--- src/srpg_pkg.sv ---
`default_nettype none
package srpg_pkg;

	localparam int MOTOR_COUNT_DEF     = 2;
	localparam int RATE_MAX_DEF        = 1000;
	localparam int RATE_MIN_DEF        = 50;
	localparam int MASTER_CLOCK_HZ_DEF = 144000;
	localparam int RAMP_UPDATE_HZ_DEF  = 50;

	localparam int RAMP_DIVIDE  = 48;
	localparam int FAST_TICK_HZ = 14400;
	localparam int STOP_RATE    = 50;
	localparam int ACCEL_LOW    = 100;
	localparam int ACCEL_HIGH   = 10000;
	localparam int ACCEL_RESET  = 3000;
	localparam int RECIP_SHIFT  = 24;

	typedef enum logic [2:0] {
		OP_FAST       = 3'd0,
		OP_RAMP       = 3'd1,
		OP_SET_SPEED  = 3'd2,
		OP_SET_STEPS  = 3'd3,
		OP_ENABLE     = 3'd4,
		OP_DISABLE    = 3'd5
	} op_t;

	typedef enum logic [1:0] {
		DIR_STOP = 2'd0,
		DIR_FWD  = 2'd1,
		DIR_REV  = 2'd2
	} dir_t;

	localparam logic REG_RAMP_EN = 1'b0;
	localparam logic REG_ACCEL   = 1'b1;

	typedef enum logic [2:0] {
		ST_IDLE,
		ST_DISPATCH,
		ST_FAST,
		ST_RAMP,
		ST_SET,
		ST_DIV,
		ST_DIV_WRITE,
		ST_OUT
	} state_t;

	typedef enum logic [2:0] {
		CMD_NONE,
		CMD_CAPTURE,
		CMD_FAST,
		CMD_RAMP,
		CMD_SET,
		CMD_DIV_STEP,
		CMD_DIV_WRITE,
		CMD_OUT
	} cmd_t;

	typedef struct packed {
		cmd_t cmd;
	} ctl_t;

	typedef struct packed {
		op_t  op;
		logic ramp_fire;
		logic needs_div;
		logic div_last;
		logic out_busy;
	} stat_t;

	// Left motor phases give 9,5,6,10; the others give 10,6,5,9.
	function automatic logic [3:0] coils_for(input logic is_left, input logic [1:0] ph);
		logic [3:0] c;
		unique case (ph)
			2'd0: c = is_left ? 4'd9  : 4'd10;
			2'd1: c = is_left ? 4'd5  : 4'd6;
			2'd2: c = is_left ? 4'd6  : 4'd5;
			default: c = is_left ? 4'd10 : 4'd9;
		endcase
		return c;
	endfunction

endpackage
`default_nettype wire

--- src/srpg_ctrl.sv ---
`default_nettype none
module srpg_ctrl #(
	parameter int MOTOR_COUNT = srpg_pkg::MOTOR_COUNT_DEF,
	parameter int IW = (MOTOR_COUNT > 1) ? $clog2(MOTOR_COUNT) : 1
) (
	input  wire logic            clk,
	input  wire logic            arst_n,
	input  wire logic            s_tvalid,
	output logic                 s_tready,
	input  wire srpg_pkg::stat_t stat,
	input  wire logic [IW-1:0]   sel,
	output srpg_pkg::ctl_t       ctl,
	output logic [IW-1:0]        idx
);
	import srpg_pkg::*;

	state_t state_q, state_d;
	logic [IW-1:0] idx_q, idx_d;
	logic last_idx;

	assign last_idx = (idx_q == IW'(MOTOR_COUNT - 1));
	assign idx      = idx_q;
	assign s_tready = (state_q == ST_IDLE);

	always_ff @(posedge clk or negedge arst_n) begin
		if (!arst_n) begin
			state_q <= ST_IDLE;
			idx_q   <= '0;
		end else begin
			state_q <= state_d;
			idx_q   <= idx_d;
		end
	end

	always_comb begin
		state_d = state_q;
		idx_d   = idx_q;
		unique case (state_q)
			ST_IDLE: begin
				if (s_tvalid) state_d = ST_DISPATCH;
			end
			ST_DISPATCH: begin
				priority if (stat.op == OP_FAST) begin
					idx_d = '0; state_d = ST_FAST;
				end else if (stat.op == OP_RAMP && stat.ramp_fire) begin
					idx_d = '0; state_d = ST_RAMP;
				end else if (stat.op == OP_SET_SPEED) begin
					idx_d = sel; state_d = ST_SET;
				end else begin
					idx_d = sel; state_d = ST_OUT;
				end
			end
			ST_FAST: begin
				if (last_idx) begin
					idx_d = sel; state_d = ST_OUT;
				end else begin
					idx_d = idx_q + 1'b1;
				end
			end
			ST_RAMP: begin
				priority if (stat.needs_div) begin
					state_d = ST_DIV;
				end else if (last_idx) begin
					idx_d = sel; state_d = ST_OUT;
				end else begin
					idx_d = idx_q + 1'b1;
				end
			end
			ST_SET: begin
				state_d = stat.needs_div ? ST_DIV : ST_OUT;
			end
			ST_DIV: begin
				if (stat.div_last) state_d = ST_DIV_WRITE;
			end
			ST_DIV_WRITE: begin
				if (stat.op == OP_RAMP && !last_idx) begin
					idx_d = idx_q + 1'b1; state_d = ST_RAMP;
				end else begin
					idx_d = sel; state_d = ST_OUT;
				end
			end
			ST_OUT: begin
				if (!stat.out_busy) state_d = ST_IDLE;
			end
			default: state_d = ST_IDLE;
		endcase
	end

	always_comb begin
		ctl.cmd = CMD_NONE;
		unique case (state_q)
			ST_IDLE:      ctl.cmd = s_tvalid ? CMD_CAPTURE : CMD_NONE;
			ST_FAST:      ctl.cmd = CMD_FAST;
			ST_RAMP:      ctl.cmd = CMD_RAMP;
			ST_SET:       ctl.cmd = CMD_SET;
			ST_DIV:       ctl.cmd = CMD_DIV_STEP;
			ST_DIV_WRITE: ctl.cmd = CMD_DIV_WRITE;
			ST_OUT:       ctl.cmd = stat.out_busy ? CMD_NONE : CMD_OUT;
			default:      ctl.cmd = CMD_NONE;
		endcase
	end
endmodule
`default_nettype wire

--- src/srpg_datapath.sv ---
`default_nettype none
module srpg_datapath #(
	parameter int MOTOR_COUNT     = srpg_pkg::MOTOR_COUNT_DEF,
	parameter int RATE_MAX        = srpg_pkg::RATE_MAX_DEF,
	parameter int RATE_MIN        = srpg_pkg::RATE_MIN_DEF,
	parameter int MASTER_CLOCK_HZ = srpg_pkg::MASTER_CLOCK_HZ_DEF,
	parameter int RAMP_UPDATE_HZ  = srpg_pkg::RAMP_UPDATE_HZ_DEF,
	parameter int IW = (MOTOR_COUNT > 1) ? $clog2(MOTOR_COUNT) : 1
) (
	input  wire logic           clk,
	input  wire logic           arst_n,
	input  wire logic [31:0]    s_tdata,
	input  wire logic [3:0]     s_tuser,
	input  wire logic           cfg_we,
	input  wire logic           cfg_index,
	input  wire logic [15:0]    cfg_data,
	input  wire srpg_pkg::ctl_t ctl,
	input  wire logic [IW-1:0]  idx,
	output srpg_pkg::stat_t     stat,
	output logic [IW-1:0]       sel,
	output logic                m_tvalid,
	input  wire logic           m_tready,
	output logic [31:0]         m_tdata
);
	import srpg_pkg::*;

	localparam int PW  = $clog2(MASTER_CLOCK_HZ + 1);
	localparam int TW  = PW + 2;
	localparam int RW  = $clog2(RATE_MAX + 1);
	localparam int SW  = RW + 1;
	localparam int STW = $clog2(ACCEL_HIGH / RAMP_UPDATE_HZ + 1);
	localparam int EW  = SW + STW + 1;
	localparam int CW  = $clog2(PW);
	localparam int DK  = MASTER_CLOCK_HZ / FAST_TICK_HZ;
	localparam longint RECIP = ((64'd1 << RECIP_SHIFT) + RAMP_UPDATE_HZ - 1) / RAMP_UPDATE_HZ;
	localparam int RCW = $clog2(RECIP + 1);

	logic [1:0]          dir_q     [MOTOR_COUNT];
	logic [1:0]          phase_q   [MOTOR_COUNT];
	logic [PW-1:0]       period_q  [MOTOR_COUNT];
	logic signed [TW-1:0] timer_q  [MOTOR_COUNT];
	logic [15:0]         counter_q [MOTOR_COUNT];
	logic signed [SW-1:0] target_q [MOTOR_COUNT];
	logic signed [SW-1:0] actual_q [MOTOR_COUNT];
	logic [3:0]          coil_q    [MOTOR_COUNT];
	logic [5:0]          prescale_q;
	logic                ramp_en_q;
	logic [15:0]         accel_q;
	logic                fire_q;
	logic [STW-1:0]      step_q;

	op_t                 op_q;
	logic [IW-1:0]       sel_q;
	logic signed [SW-1:0] req_q;

	// Serial restoring divider for the step period.
	logic [RW-1:0]       rate_q;
	logic [RW-1:0]       rem_q;
	logic [PW-1:0]       dvd_q;
	logic [PW-1:0]       quo_q;
	logic [CW-1:0]       cnt_q;
	logic [1:0]          pdir_q;
	logic                ld_timer_q;

	// Input decode and request clamp.
	logic [IW-1:0]        sel_in;
	logic signed [16:0]   spd_in;
	logic signed [SW-1:0] req_c;
	logic [13:0]          accel_c;
	logic [14+RCW-1:0]    prod;

	assign sel_in = (MOTOR_COUNT > 1) ? IW'(s_tuser[3]) : IW'(0);
	assign spd_in = 17'(signed'(s_tdata[15:0]));

	always_comb begin
		if (spd_in > 17'(RATE_MAX))
			req_c = SW'(RATE_MAX);
		else if (spd_in < -17'(RATE_MAX))
			req_c = -SW'(RATE_MAX);
		else if (spd_in < 17'(RATE_MIN) && spd_in > -17'(RATE_MIN))
			req_c = '0;
		else
			req_c = SW'(spd_in);
		if (accel_q < 16'(ACCEL_LOW))
			accel_c = 14'(ACCEL_LOW);
		else if (accel_q > 16'(ACCEL_HIGH))
			accel_c = 14'(ACCEL_HIGH);
		else
			accel_c = accel_q[13:0];
		prod = (14+RCW)'(accel_c) * (14+RCW)'(RECIP);
	end

	// Ramp move for the indexed motor.
	logic signed [EW-1:0] r_w, u_w, s_w, st_w;
	logic signed [SW-1:0] s_c;
	always_comb begin
		r_w  = EW'(target_q[idx]);
		u_w  = EW'(actual_q[idx]);
		st_w = signed'(EW'(step_q));
		if (r_w > u_w) begin
			s_w = u_w + st_w;
			if (s_w > r_w) s_w = r_w;
		end else begin
			s_w = u_w - st_w;
			if (s_w < r_w) s_w = r_w;
		end
		if (s_w > EW'(RATE_MAX)) s_w = EW'(RATE_MAX);
		if (s_w < -EW'(RATE_MAX)) s_w = -EW'(RATE_MAX);
		s_c = SW'(s_w);
	end

	// Rate and direction for the speed being applied.
	logic signed [SW-1:0] mot_spd;
	logic [RW-1:0]        mot_rate;
	dir_t                 mot_dir;
	always_comb begin
		mot_spd = (ctl.cmd == CMD_RAMP) ? s_c : req_q;
		if (mot_spd >= SW'(RATE_MIN)) begin
			mot_rate = RW'(mot_spd);
			mot_dir  = DIR_FWD;
		end else if (mot_spd <= -SW'(RATE_MIN)) begin
			mot_rate = RW'(-mot_spd);
			mot_dir  = DIR_REV;
		end else begin
			mot_rate = RW'(STOP_RATE);
			mot_dir  = DIR_STOP;
		end
	end

	// Fast tick for the indexed motor.
	logic signed [TW-1:0] t1, t2;
	logic                 expire;
	logic [1:0]           ph_up, ph_dn;
	always_comb begin
		t1     = (timer_q[idx] > 0) ? timer_q[idx] - TW'(DK) : timer_q[idx];
		expire = (t1 <= 0);
		t2     = t1 + signed'(TW'(period_q[idx]));
		ph_up  = phase_q[idx] + 2'd1;
		ph_dn  = phase_q[idx] + 2'd3;
	end

	// Divider step.
	logic [RW:0] trial;
	logic        take;
	assign trial = {rem_q, dvd_q[PW-1]};
	assign take  = (trial >= {1'b0, rate_q});

	assign sel            = sel_q;
	assign stat.op        = op_q;
	assign stat.ramp_fire = fire_q;
	assign stat.needs_div = (op_q == OP_RAMP) ? (target_q[idx] != actual_q[idx]) : !ramp_en_q;
	assign stat.div_last  = (cnt_q == CW'(PW - 1));
	assign stat.out_busy  = m_tvalid && !m_tready;

	always_ff @(posedge clk or negedge arst_n) begin
		if (!arst_n) begin
			for (int m = 0; m < MOTOR_COUNT; m++) begin
				dir_q[m]     <= DIR_STOP;
				phase_q[m]   <= 2'd0;
				period_q[m]  <= PW'(1);
				timer_q[m]   <= '0;
				counter_q[m] <= '0;
				target_q[m]  <= '0;
				actual_q[m]  <= '0;
				coil_q[m]    <= 4'd0;
			end
			prescale_q <= '0;
			ramp_en_q  <= 1'b1;
			accel_q    <= 16'(ACCEL_RESET);
			fire_q     <= 1'b0;
			op_q       <= OP_FAST;
			sel_q      <= '0;
			m_tvalid   <= 1'b0;
		end else begin
			if (cfg_we) begin
				unique case (cfg_index)
					REG_RAMP_EN: ramp_en_q <= cfg_data[0];
					REG_ACCEL:   accel_q   <= cfg_data;
					default:     ;
				endcase
			end
			if (m_tvalid && m_tready && ctl.cmd != CMD_OUT) m_tvalid <= 1'b0;
			unique case (ctl.cmd)
				CMD_CAPTURE: begin
					op_q  <= op_t'(s_tuser[2:0]);
					sel_q <= sel_in;
					req_q <= req_c;
					step_q <= STW'(prod >> RECIP_SHIFT);
					fire_q <= 1'b0;
					unique case (s_tuser[2:0])
						OP_RAMP: begin
							if (prescale_q == 6'(RAMP_DIVIDE - 1)) begin
								prescale_q <= '0;
								fire_q     <= 1'b1;
							end else begin
								prescale_q <= prescale_q + 6'd1;
							end
						end
						OP_SET_STEPS: counter_q[sel_in] <= s_tdata[31:16];
						OP_ENABLE:    prescale_q <= '0;
						OP_DISABLE: begin
							for (int m = 0; m < MOTOR_COUNT; m++) begin
								timer_q[m] <= '0;
								coil_q[m]  <= 4'd0;
							end
						end
						default: ;
					endcase
				end
				CMD_FAST: begin
					if (expire) begin
						timer_q[idx] <= t2;
						if (dir_q[idx] == DIR_FWD) begin
							counter_q[idx] <= counter_q[idx] + 16'd1;
							phase_q[idx]   <= ph_up;
							coil_q[idx]    <= coils_for(idx == '0, ph_up);
						end else if (dir_q[idx] == DIR_REV) begin
							counter_q[idx] <= counter_q[idx] - 16'd1;
							phase_q[idx]   <= ph_dn;
							coil_q[idx]    <= coils_for(idx == '0, ph_dn);
						end else begin
							coil_q[idx] <= 4'd0;
						end
					end else begin
						timer_q[idx] <= t1;
					end
				end
				CMD_RAMP, CMD_SET: begin
					if (ctl.cmd == CMD_SET && ramp_en_q) begin
						target_q[idx] <= req_q;
					end else if (stat.needs_div) begin
						actual_q[idx] <= mot_spd;
						if (ctl.cmd == CMD_SET) target_q[idx] <= req_q;
						rate_q     <= mot_rate;
						pdir_q     <= mot_dir;
						ld_timer_q <= (ctl.cmd == CMD_SET);
						rem_q      <= '0;
						dvd_q      <= PW'(MASTER_CLOCK_HZ);
						quo_q      <= '0;
						cnt_q      <= '0;
					end
				end
				CMD_DIV_STEP: begin
					rem_q <= take ? RW'(trial - {1'b0, rate_q}) : trial[RW-1:0];
					quo_q <= {quo_q[PW-2:0], take};
					dvd_q <= {dvd_q[PW-2:0], 1'b0};
					cnt_q <= cnt_q + 1'b1;
				end
				CMD_DIV_WRITE: begin
					period_q[idx] <= quo_q;
					dir_q[idx]    <= pdir_q;
					if (ld_timer_q) timer_q[idx] <= signed'(TW'(quo_q));
				end
				CMD_OUT: begin
					m_tvalid <= 1'b1;
					m_tdata  <= {6'd0, dir_q[idx], counter_q[idx],
						(MOTOR_COUNT > 1) ? coil_q[(MOTOR_COUNT > 1) ? 1 : 0] : 4'd0,
						coil_q[0]};
				end
				default: ;
			endcase
		end
	end
endmodule
`default_nettype wire

--- src/stepper_ramp_phase_generator.sv ---
// Channel   Direction  Contents
// s_*       in         tdata: speed_request[15:0], step_value[31:16]; tuser: op, motor_sel
// m_*       out        tdata: left_coils, right_coils, step_count, sel_direction
// cfg_*     in         write-only registers: 0 ramp_enabled, 1 accel_rate
//
// One item at a time. Set steps, enable, disable and a ramp tick that does not
// fire go straight to the output; a fast tick first steps every motor in turn. A
// speed change with ramping off runs the serial period divider for its motor, and
// a firing ramp tick runs it for each motor whose speed still has to move.
// Reset is asynchronous, active low, and restores every motor at once.
// A result still waiting in the output register holds the next item in its last cycle.
`default_nettype none
module stepper_ramp_phase_generator #(
	parameter int MOTOR_COUNT     = srpg_pkg::MOTOR_COUNT_DEF,
	parameter int RATE_MAX        = srpg_pkg::RATE_MAX_DEF,
	parameter int RATE_MIN        = srpg_pkg::RATE_MIN_DEF,
	parameter int MASTER_CLOCK_HZ = srpg_pkg::MASTER_CLOCK_HZ_DEF,
	parameter int RAMP_UPDATE_HZ  = srpg_pkg::RAMP_UPDATE_HZ_DEF
) (
	input  wire logic        clk,
	input  wire logic        arst_n,
	input  wire logic        s_tvalid,
	output logic             s_tready,
	input  wire logic [31:0] s_tdata,   // speed_request[15:0], step_value[31:16]
	input  wire logic [3:0]  s_tuser,   // op[2:0], motor_sel[3]
	output logic             m_tvalid,
	input  wire logic        m_tready,
	output logic [31:0]      m_tdata,   // left_coils[3:0], right_coils[7:4],
	                                    // step_count[23:8], sel_direction[25:24]
	input  wire logic        cfg_we,
	input  wire logic        cfg_index,
	input  wire logic [15:0] cfg_data
);
	import srpg_pkg::*;

	localparam int IW = (MOTOR_COUNT > 1) ? $clog2(MOTOR_COUNT) : 1;

	ctl_t          ctl;
	stat_t         stat;
	logic [IW-1:0] idx;
	logic [IW-1:0] sel;

	srpg_ctrl #(.MOTOR_COUNT(MOTOR_COUNT), .IW(IW)) u_ctrl (
		.clk(clk), .arst_n(arst_n), .s_tvalid(s_tvalid), .s_tready(s_tready),
		.stat(stat), .sel(sel), .ctl(ctl), .idx(idx)
	);

	srpg_datapath #(
		.MOTOR_COUNT(MOTOR_COUNT), .RATE_MAX(RATE_MAX), .RATE_MIN(RATE_MIN),
		.MASTER_CLOCK_HZ(MASTER_CLOCK_HZ), .RAMP_UPDATE_HZ(RAMP_UPDATE_HZ), .IW(IW)
	) u_dp (
		.clk(clk), .arst_n(arst_n), .s_tdata(s_tdata), .s_tuser(s_tuser),
		.cfg_we(cfg_we), .cfg_index(cfg_index), .cfg_data(cfg_data),
		.ctl(ctl), .idx(idx), .stat(stat), .sel(sel),
		.m_tvalid(m_tvalid), .m_tready(m_tready), .m_tdata(m_tdata)
	);
endmodule
`default_nettype wire

--- config.mk ---
export PLATFORM = sky130hd
export DESIGN_NAME = stepper_ramp_phase_generator
export DESIGN_NICKNAME = d
export VERILOG_FILES = /design/src/srpg_pkg.sv /design/src/srpg_ctrl.sv /design/src/srpg_datapath.sv /design/src/stepper_ramp_phase_generator.sv
export SDC_FILE = /design/constraint.sdc
export NUM_CORES = 1
export LEC_CHECK = 0
export ABC_CLOCK_PERIOD_IN_PS = 9650
export BUFFER_PORTS_ARGS = -buffer_cell sky130_fd_sc_hd__buf_2
export CAP_MARGIN = 30
export CELL_PAD_IN_SITES_DETAIL_PLACEMENT = 0
export CELL_PAD_IN_SITES_GLOBAL_PLACEMENT = 1
export CORE_ASPECT_RATIO = 1.5
export CORE_MARGIN = 2
export CORE_UTILIZATION = 30
export CTS_BUF_LIST = sky130_fd_sc_hd__clkbuf_8
export CTS_CLUSTER_DIAMETER = 40
export DETAILED_ROUTE_END_ITERATION = 8
export PLACE_DENSITY_LB_ADDON = 0.2
export REMOVE_ABC_BUFFERS = 1
export SKIP_CTS_REPAIR_TIMING = 1
export SYNTH_ARGS = -nofsm -noshare
export SYNTH_HDL_FRONTEND = slang
export SYNTH_SLANG_ARGS = --single-unit
--- constraint.sdc ---
create_clock -name clk -period 9.65 [get_ports clk]
set_clock_uncertainty 0.1 [all_clocks]
set_input_delay 0.4825 -clock clk [delete_from_list [all_inputs] [get_ports clk]]
set_output_delay 0.4825 -clock clk [all_outputs]
set_load 0.05 [all_outputs]
==> impl_metrics.tcl <==
set metrics [dict create \
    syn-cell-area_mm2 0.0224 \
    portBuffers 85 \
    crit_fanout 17 \
    core_area_mm2 0.0739 \
    area_delta_synth_final_pct 14.8 \
    min-delay-start "cfg_data[0]" \
    grt_antenna_before_repair 6 \
    async_flop_share_pct 66.3 \
    dieArea_mm2 0.0769 \
    tightest_slew_ns 1.05 \
    ys_top_cells_by_count "ha_1, inv_1, nand2_1, dfrtp_1, nor2_1" \
    start_util_pct 30.3 \
    fin_crit_sh_pct 93.0 \
    status "completed" \
    synth_cell_types 95 \
    hold_viol 0 \
    yosysSeqAreaShare_pct 36.2 \
    postRouteAntennaNets 0 \
    crit_buf_inv 3 \
    die_w_um 227 \
    crit_path_start_kind "flip-flop" \
    crit_start "u_ctrl.idx" \
    layout-drive-gt1-share_pct 15.4 \
    wirelength_mm 69.0 \
    cp_common_cell "ha_1" \
    avgRoutedWirePerCell_um 20.2 \
    use_met1_pct 19.7 \
    synth_edf_count 102 \
    fin_area_mm2 0.0257 \
    holdPathStages 2 \
    timing.rr.start "u_ctrl.idx" \
    r2r_cells 35 \
    nNetsFinal 2729 \
    insertion_delay_ns 0.67 \
    clk_path_buf_depth 3 \
    avgViaCountPerCell 5.05 \
    max_freq_mhz 111 \
    slowest_stage "dfrtp_4" \
    final.setup.worst_slack_ns 0.680 \
    place_ws_ns 0.545 \
    yosys-top-cells-area "dfrtp_1, edfxtp_1, ha_1" \
    grt_pass1_vias 18100 \
    stdcell_count 3410 \
    ioPinCount 92 \
    drcViolationCount 0 \
    grt_pass1_wl_mm 107 \
    crit_family "compound AO/OA/AOI/OAI gates" \
    synth_top_area_share_pct 21.3 \
    top_usage_layer "met2" \
    cp.arrival_ns 9.29 \
    grt_overflow_total 0 \
    firstDrtPassIters 5 \
    synth_ff_type "dfrtp_1" \
    crit_path_end_kind "flip-flop" \
    placed_cells 3268 \
    synth_top_area_cell "dfrtp_1" \
    rsz0062_at_grt "no" \
    fin_crit_ns 8.97 \
    ys_warn_count 0 \
    yosysMostFrequentCell "ha_1" \
    cts-root-buf "clkbuf_8" \
    ys_ff_latch 303 \
    cts-buffers-inserted 67 \
    dpl-instance-area_mm2 0.0240 \
    cap_violations 0 \
    finalSetupViolations 0 \
    fin_hold_ws_ns 0.0199 \
    maxSlewViolCount 0 \
    vias 17200 \
    reg2reg_to "u_dp.rate_q[3]" \
    use_met2_pct 34.6 \
    cp_slowest_stage_delay_ns 0.61 \
    grt_max_degree 111 \
    syn_inst 2233 \
    drt_iter0_markers 891 \
    grt_usage_pct 18.2 \
    hpwlAfterDp_mm 52.5 \
    r2r_slack_ns 0.68 \
    required_ns 9.97 \
    clock-sinks 303 \
    hp-class "input port to flip-flop" \
    htree_levels 3 \
    gp_congestion 0.885 \
    cts_tree "done" \
    num_rows 122 \
    slew_headroom_pct 29.9 \
    clkTransAtPathRegs_ns 0.06 \
    syn_area_per_cell_um2 10.0 \
    crit_type "flip-flop to flip-flop" \
    holdPathEnd "u_dp.ramp_en_q" \
    use_met3_pct 2.64 \
    die_h_um 339 \
]
[layout by cell type (no fill, tap or decap), drive strengths merged, types with 9 or more instances in the layout]
master,Yosys,final
nor2,149,149
nor4,12,12
nand2b,17,17
edfxtp,102,102
and2,39,39
a22oi,65,65
a31oi,11,11
dfstp,10,10
xnor2,67,67
nor2b,16,16
dlygate4sd3,0,17
a21o,26,26
buf,20,115
or3,16,16
inv,218,239
mux2,100,100
nand4,18,18
nand3,33,33
a21oi,101,101
or2,12,12
fa,89,89
xor2,29,29
nand2,194,194
ha,220,220
nor3,42,42
and3,15,15
dfrtp,191,191
a211oi,9,9
clkbuf,57,76
a221oi,11,11
mux2i,66,66
o21a,13,13
clkinv,1,12
o22ai,9,9
o21ai,130,130
[how the worst max path moves through the flow]
stage / end / depth (start not counted)
finish: u_dp.rate_q[3] / 35
global route: u_dp.rate_q[3] / 35
CTS: u_dp.rate_q[3] / 35
detailed placement: u_dp.rate_q[3] / 35
global placement: u_dp.rate_q[3] / 33
floorplan: u_dp.rate_q[3] / 34
[metal layers]
| metal | part of all wire, % | wire length, um |
|---|---|---|
| met1 | 38 | 26200 |
| met2 | 55 | 37800 |
| met3 | 3.8 | 2620 |
| met4 | 3.5 | 2390 |
| met5 | 0.058 | 40 |
[layout make-up]
cell class,count,area (um^2)
antenna,3,7.51
clock buffer,76,1050
clock inverter,46,450
fill,7617,48200
inverter,219,822
multi-input combinational,1639,13200
sequential,303,8110
tap,992,1240
timing repair buffer,132,833
[kinds of logic (layout without fill, tap and decap cells)]
family,Yosys count,in the layout,synth area share [%]
mux,166,166,8.01
flops,303,303,36.2
xor+xnor,96,96,3.75
simple gates,590,590,12.6
compound gates,472,472,14.1
other cells,1,9,0.0167
fa+ha+maj,309,309,20.2
buf+inv,296,473,5.16
[metrics by stage]
step | util (%) | setup TNS (ns)
3_3_place_gp | 32.5 | 0
3_5_place_dp | 32.5 | 0
2_1_floorplan | - | -0.811
4_1_cts | 34.6 | 0
6_report | 34.8 | 0
5_1_grt | 34.8 | 0
[registers in the layout (all words and copies together) (netlist names), 2 cells and up]
name / cells
u_dp.timer_q: 40
u_dp.cnt_q: 5
u_dp.counter_q: 32
u_dp.step_q: 8
u_dp.m_tdata: 26
u_dp.op_q: 3
u_dp.phase_q: 4
u_dp.req_q: 11
u_dp.quo_q: 18
u_dp.rate_q: 10
u_ctrl.state_q: 3
u_dp.rem_q: 10
u_dp.coil_q: 8
u_dp.pdir_q: 2
u_dp.actual_q: 22
u_dp.dir_q: 4
u_dp.accel_q: 16
u_dp.prescale_q: 6
u_dp.target_q: 22
u_dp.period_q: 36
u_dp.dvd_q: 11
Power is not shown: default switching activity piles up to over one toggle a cycle in this logic, so the estimate is an artifact.
